--- src/rtl/sbe_pkg.sv ---
`default_nettype none

package sbe_pkg;

   localparam int STACK_DEPTH   = 256;
   localparam int VALUE_WIDTH   = 64;
   localparam int OPERAND_WIDTH = 16;

   localparam int ADDR_W = $clog2(STACK_DEPTH);
   localparam int IDX_W  = ADDR_W + 1;
   localparam int SUM_W  = (IDX_W > OPERAND_WIDTH ? IDX_W : OPERAND_WIDTH) + 1;
   localparam int OFF_W  = OPERAND_WIDTH + 1;
   localparam int TOP_W  = 64;

   typedef enum logic [3:0] {
      CMD_ENTER     = 4'd0,
      CMD_PUSHCONST = 4'd1,
      CMD_DROP      = 4'd2,
      CMD_ADD       = 4'd3,
      CMD_SUB       = 4'd4,
      CMD_JMP       = 4'd5,
      CMD_JEQ       = 4'd6,
      CMD_JNE       = 4'd7,
      CMD_JGT       = 4'd8,
      CMD_JGE       = 4'd9,
      CMD_JLT       = 4'd10,
      CMD_JLE       = 4'd11,
      CMD_PUSHVAR   = 4'd12,
      CMD_POPVAR    = 4'd13,
      CMD_RETURN    = 4'd14
   } cmd_type;

   typedef logic signed [VALUE_WIDTH-1:0] value_type;
   typedef logic [ADDR_W-1:0]             addr_type;
   typedef logic [IDX_W-1:0]              index_type;

   typedef struct packed {
      cmd_type                         command;
      logic signed [OPERAND_WIDTH-1:0] operand;
      logic [3:0]                      arg_count;
      logic [3:0]                      temp_count;
   } req_type;

   typedef struct packed {
      logic signed [OFF_W-1:0] next_offset;
      logic                    branch_taken;
      logic signed [TOP_W-1:0] top_value;
      logic                    returned;
      logic                    fault;
   } rsp_type;

   typedef struct packed {
      cmd_type                         command;
      logic                            ok;
      logic signed [OPERAND_WIDTH-1:0] operand;
      logic                            empty;
      logic                            same_slot;
      addr_type                        wr_addr;
   } exe_type;

   typedef struct packed {
      logic     en;
      addr_type addr0;
      addr_type addr1;
   } ram_rd_type;

   typedef struct packed {
      logic      en;
      addr_type  addr;
      value_type data;
   } ram_wr_type;

endpackage

`default_nettype wire

--- src/rtl/sbe_issue.sv ---
`default_nettype none

module sbe_issue (
   input  wire                 clock,
   input  wire                 reset,
   input  wire                 req_valid,
   output logic                req_ready,
   input  sbe_pkg::req_type    req_data,
   input  wire                 exe_done,
   output logic                exe_valid,
   output sbe_pkg::exe_type    exe,
   output sbe_pkg::ram_rd_type rd
);
   import sbe_pkg::*;

   index_type top_ff;
   index_type base_ff;
   logic      exe_valid_ff;
   exe_type   exe_ff;

   index_type top_in;
   index_type base_in;
   logic      exe_valid_in;
   exe_type   exe_in;
   logic      accept;
   logic      fault;
   logic      neg;

   logic [SUM_W-1:0] top_s;
   logic [SUM_W-1:0] base_s;
   logic [SUM_W-1:0] op_s;
   logic [SUM_W-1:0] var_s;
   logic [SUM_W-1:0] depth_s;
   logic [SUM_W-1:0] na_s;
   logic [SUM_W-1:0] nt_s;
   logic [SUM_W-1:0] newtop_s;
   logic [SUM_W-1:0] rd0_s;
   logic [SUM_W-1:0] rd1_s;
   logic [SUM_W-1:0] wr_s;

   assign req_ready = !exe_valid_ff || exe_done;
   assign accept    = req_valid && req_ready;

   always_comb begin
      top_s    = SUM_W'(top_ff);
      base_s   = SUM_W'(base_ff);
      op_s     = SUM_W'($unsigned(req_data.operand));
      var_s    = base_s + op_s;
      depth_s  = SUM_W'(STACK_DEPTH);
      na_s     = SUM_W'(req_data.arg_count);
      nt_s     = SUM_W'(req_data.temp_count);
      neg      = req_data.operand[OPERAND_WIDTH-1];
      fault    = 1'b0;
      newtop_s = top_s;
      base_in  = base_ff;
      rd0_s    = top_s - SUM_W'(2);
      rd1_s    = top_s - SUM_W'(3);
      wr_s     = top_s;
      unique case (req_data.command)
         CMD_ENTER: begin
            fault    = (na_s > top_s) || (top_s + nt_s > depth_s);
            newtop_s = top_s + nt_s;
            base_in  = IDX_W'(top_s - na_s);
            rd0_s    = top_s + nt_s - SUM_W'(1);
         end
         CMD_PUSHCONST: begin
            fault    = top_s >= depth_s;
            newtop_s = top_s + SUM_W'(1);
         end
         CMD_DROP: begin
            fault    = top_s < SUM_W'(1);
            newtop_s = top_s - SUM_W'(1);
         end
         CMD_ADD, CMD_SUB: begin
            fault    = top_s < SUM_W'(2);
            newtop_s = top_s - SUM_W'(1);
            wr_s     = top_s - SUM_W'(2);
         end
         CMD_JEQ, CMD_JNE, CMD_JGT, CMD_JGE, CMD_JLT, CMD_JLE: begin
            fault    = top_s < SUM_W'(2);
            newtop_s = top_s - SUM_W'(2);
         end
         CMD_PUSHVAR: begin
            fault    = neg || (base_s >= top_s) || (var_s >= top_s) || (top_s >= depth_s);
            newtop_s = top_s + SUM_W'(1);
            rd0_s    = var_s;
         end
         CMD_POPVAR: begin
            fault    = (top_s < SUM_W'(1)) || neg || (base_s >= top_s - SUM_W'(1))
                       || (var_s >= top_s - SUM_W'(1));
            newtop_s = top_s - SUM_W'(1);
            wr_s     = var_s;
         end
         CMD_RETURN: begin
            fault    = (top_s == '0) || (base_s > top_s);
            newtop_s = base_s;
            rd0_s    = base_s - SUM_W'(1);
         end
         default: begin
         end
      endcase
      if (fault) begin
         newtop_s = top_s;
         base_in  = base_ff;
      end
      top_in            = IDX_W'(newtop_s);
      exe_in.command    = req_data.command;
      exe_in.ok         = !fault;
      exe_in.operand    = req_data.operand;
      exe_in.empty      = newtop_s == '0;
      exe_in.same_slot  = var_s == top_s - SUM_W'(2);
      exe_in.wr_addr    = ADDR_W'(wr_s);
      exe_valid_in      = accept ? 1'b1 : (exe_done ? 1'b0 : exe_valid_ff);
   end

   assign rd.en    = accept;
   assign rd.addr0 = ADDR_W'(rd0_s);
   assign rd.addr1 = ADDR_W'(rd1_s);

   always_ff @(posedge clock) begin
      if (reset) begin
         top_ff       <= '0;
         base_ff      <= '0;
         exe_valid_ff <= 1'b0;
      end else begin
         exe_valid_ff <= exe_valid_in;
         if (accept) begin
            top_ff  <= top_in;
            base_ff <= base_in;
         end
      end
   end

   always_ff @(posedge clock) begin
      if (accept) begin
         exe_ff <= exe_in;
      end
   end

   assign exe_valid = exe_valid_ff;
   assign exe       = exe_ff;

endmodule

`default_nettype wire

--- config.mk ---
export PLATFORM = sky130hd
export DESIGN_NAME = sbe_issue
export DESIGN_NICKNAME = d
export VERILOG_FILES = /design/src/rtl/sbe_pkg.sv /design/src/rtl/sbe_issue.sv
export SDC_FILE = /design/constraint.sdc
export NUM_CORES = 1
export LEC_CHECK = 0
export BUFFER_PORTS_ARGS = -buffer_cell sky130_fd_sc_hd__buf_2
export CORE_MARGIN = 4
export CORE_UTILIZATION = 55
export CTS_CLUSTER_DIAMETER = 120
export DETAILED_ROUTE_END_ITERATION = 10
export MAX_ROUTING_LAYER = met4
export PLACE_DENSITY_LB_ADDON = 0.3
export SLEW_MARGIN = 20
export SYNTH_ARGS = -nofsm -noshare
export SYNTH_HDL_FRONTEND = slang
export SYNTH_SLANG_ARGS = --single-unit
export TNS_END_PERCENT = 100
--- constraint.sdc ---
create_clock -name clock -period 5.35 [get_ports clock]
set_input_delay 1.07 -clock clock [delete_from_list [all_inputs] [get_ports clock]]
set_output_delay 1.07 -clock clock [all_outputs]
set_load 0.05 [all_outputs]
==> reports/qor.yml <==
yosys:
  synthCells: 627
  synth_top_family_by_area: "compound AO/OA/AOI/OAI gates"
  synth_edf_count: 31
  synth_compound_area_share_pct: 23.48
  ys_seq_area_share_pct: 23.50
  ys_types: 84
  syn_area_mm2: 0.005579
  ys_ff_latch: 50
  syn_avg_cell_area_um2: 8.898
  yosysWarnings: 0
  synth_fa_ha_area_share_pct: 16.55
  ys_async_sr_fraction_pct: 0
  synthXorXnorAreaFrac_pct: 10.05
  synth_fp_nets: 731
  synth-simple-area-share_pct: 19.35
  ys.flop_type: "edfxtp_1"
  yosys-mux-area-fraction_pct: 1.704
power:
  p_int_mw: 1.059
  p_leak_nw: 2.518
  combinationalPowerShare_pct: 64.6
  cellPowerDensity_mw_per_mm2: 359.6
  clkPwrFrac_pct: 13.1
  pwr-share-seq_pct: 22.3
  peakVddDrop_mv: 0.2443
  switching_share_pct: 52.15
  power_switching_mw: 1.155
final_layout:
  design_area_mm2: 0.006157
  stdcell_count: 837
  nets: 806
  area_growth_pct: 10.36
  drive_gt1_share_pct: 20.48
critical_path:
  cp-end-kind: "output pin"
  reg2reg_to: "top_ff[4]"
  path_max_fanout: 5
  critical_path_buf_inv_count: 2
  cp_cell_sequence: "buf_2 -> ha_1 -> fa_1 -> a21o_1 -> a21oi_2 -> xnor2_1 -> o21ai_0 -> or2_2 -> nor4_1 -> xor2_1 -> o221ai_1 -> buf_2"
  cp-start-kind: "input pin"
  critPathKind: "input pin to output pin"
  cp_num_cells: 12
  required_ns: 4.28
  cpMostUsedCell: "buf_2"
  cpMaxStageDelayCell: "fa_1"
  cp.arrival_ns: 3.91
  regToRegSetupSlack_ns: 0.96
  worst-r2r-cell-count: 14
  crit_family: "compound AO/OA/AOI/OAI gates"
  critPathMaxStageDelay_ns: 0.42
  r2r_start: "base_ff[2]"
clock_tree:
  clk_pin_slew_ns: 0.10
  clock_latency_ns: 0.32
  cts_buffers: 5
  cts-htree-levels: 2
  root_buffer: "clkbuf_8"
  cts.sinks: 50
  ctsResizeCount: 0
  cts_hold_buf: 0
  cts_tree: "done"
  cts_setup_buffers: 0
  ctsLongestPathBuffers: 2
global_route:
  grt_max_degree: 32
  grt_usage_pct: 33.59
  grt_overflow: 0
  grt_pass1_wl_um: 29430
  antenna_found_initial: 0
  grt_pass1_vias: 5339
drt:
  via_count: 5504
  detail-route-antenna-nets: 0
  viasPerCell: 6.576
  firstDrtPassIters: 5
  routed_wl_um: 18790
  drtIter0Drc: 533
  wire_per_inst_um: 22.45
  route.detailed.drc: 0
floorplan:
  die_h_um: 108.7
  die_width_um: 108.7
  fp-row-count: 36
  io_pins: 82
  core_mm2: 0.009819
  start_util_pct: 56.82
  dieArea_mm2: 0.01182
timing:
  slew_violations: 0
  max_slew_margin_pct: 35.11
  tightest_slew_ns: 0.9659
  finalSetupTns_ns: 0
  fin_crit_sh_pct: 93.09
  clock_skew_ns: 0.007364
  rsz0062_at_grt: "no"
  hold_viol: 0
  fmax_mhz: 200.8
  period_needed_ns: 4.980
  finalSetupViolCount: 0
place:
  gp_congestion: 1.014
  place_inst: 828
  portBuffers: 81
  hpwl_um: 14830
  dpl_cell_area_mm2: 0.006043
flow_run:
  drv_cap: 0
hold_path:
  hold_path_end: "base_ff[0]"
  hp-class: "flip-flop to flip-flop"
  hold_depth: 2
  worstHoldStart: "base_ff[0]"
run_status:
  outcome: "completed"
==> state kept, by name (all words and copies together), names as in the netlist <==
signal / flops
base_ff: 9
exe: 31
exe_valid: 1
top_ff: 9
==> layout make-up <==
class,instances,area (um2)
Timing Repair Buffer,95,510.5
Sequential cell,50,1311
Tap cell,133,166.4
Clock inverter,3,42.54
Antenna cell,1,2.502
Multi-Input combinational cell,527,3969
Clock buffer,5,68.82
Fill cell,904,3662
Inverter,23,86.33
==> cells by family (layout without fill, tap and decap cells) <==
family,Yosys count,in the layout
AND/OR/NAND/NOR,207,207
AO/OA/AOI/OAI,175,175
adder cells (fa/ha/maj),72,72
XOR/XNOR,64,64
flip-flops,50,50
buffers and inverters,50,126
multiplexers,9,9
other,0,1
==> layer usage <==
| metal | vias to the layer above | share of wire (%) | track usage [%] |
|---|---|---|---|
| li1 | 2515 | - | - |
| met1 | 2631 | 43 | 44.82 |
| met2 | 314 | 46 | 52.34 |
| met3 | 44 | 9.2 | 5.921 |
| met4 | 0 | 2.3 | 9.829 |
| met5 | - | 0 | - |
==> stage by stage <==
step / total power [mW] / setup slack, ns / util [%] / hold WS (ns)
detailed placement: 1.902 / 0.3051 / 61.54 / 0.5420
CTS: 2.188 / 0.4021 / 62.68 / 0.5561
global placement: 1.871 / 0.4349 / 61.54 / 0.5091
global route: 2.338 / 0.1982 / 62.68 / 0.6045
floorplan: 1.542 / 0.4028 / - / 0.4938
finish: 2.214 / 0.3699 / 62.70 / 0.5505
==> power by group through the flow <==
stage	Sequential [mW]	Clock, mW	Combinational, mW
after CTS	0.491	0.289	1.41
after detailed placement	0.500	0	1.40
final	0.493	0.291	1.43
after floorplan	0.553	0	0.989
after global placement	0.499	0	1.37
after global routing	0.496	0.307	1.54
==> cells in the final DEF (no fill, tap or decap), drive strengths merged, types with 6 or more instances in the layout <==
master	instances
buf	95
ha	69
nand2	54
xnor2	53
nor2	51
a21oi	35
edfxtp	31
o21ai	31
a211oi	27
inv	23
dfxtp	19
nand3	19
nor3	17
o221ai	15
xor2	11
nand4	11
a21o	9
nor2b	8
a31oi	8
nor4	8
a221oi	7
a22oi	6
nand2b	6
==> synthesized netlist by cell type, drive strengths merged (6+ instances only) <==
cell,number,area share (%)
nand4,11,1.2
a211oi,27,4.5
xor2,11,1.7
ha,69,15
dfxtp,19,6.8
a22oi,6,0.81
xnor2,53,8.3
a31oi,8,0.90
nand2,54,3.6
a21o,9,1.2
nor4,8,1.5
nand2b,6,0.67
o221ai,15,2.4
edfxtp,31,17
clkbuf,12,1.5
nand3,19,1.8
nor3,17,1.7
inv,22,1.5
a221oi,7,1.4
a21oi,35,3.3
o21ai,31,2.8
nor2,51,3.4
buf,15,2.3
nor2b,8,0.90
==> how the worst max path moves through the flow <==
| stage | startpoint | to | slack, ns |
|---|---|---|---|
| global route | req_data[0] | rd[15] | 0.20 |
| CTS | req_data[0] | rd[15] | 0.40 |
| detailed placement | req_data[8] | top_ff[4] | 0.31 |
| finish | req_data[0] | rd[15] | 0.37 |
| floorplan | req_data[0] | rd[15] | 0.40 |
| global placement | req_data[0] | rd[15] | 0.43 |
==> worst reg2reg max path, cell delays in order (launching register included) <==
cell,delay (ns)
dfxtp_1,0.52
ha_1,0.34
nor2b_1,0.18
o31ai_1,0.27
nand2_1,0.13
a21o_1,0.20
a21oi_1,0.17
xnor2_1,0.22
ha_1,0.32
a2111oi_0,0.40
nand2_1,0.10
nor4b_1,0.38
a31o_2,0.41
and3_1,0.48
a211oi_2,0.13
(Power assumes the default switching activity.)
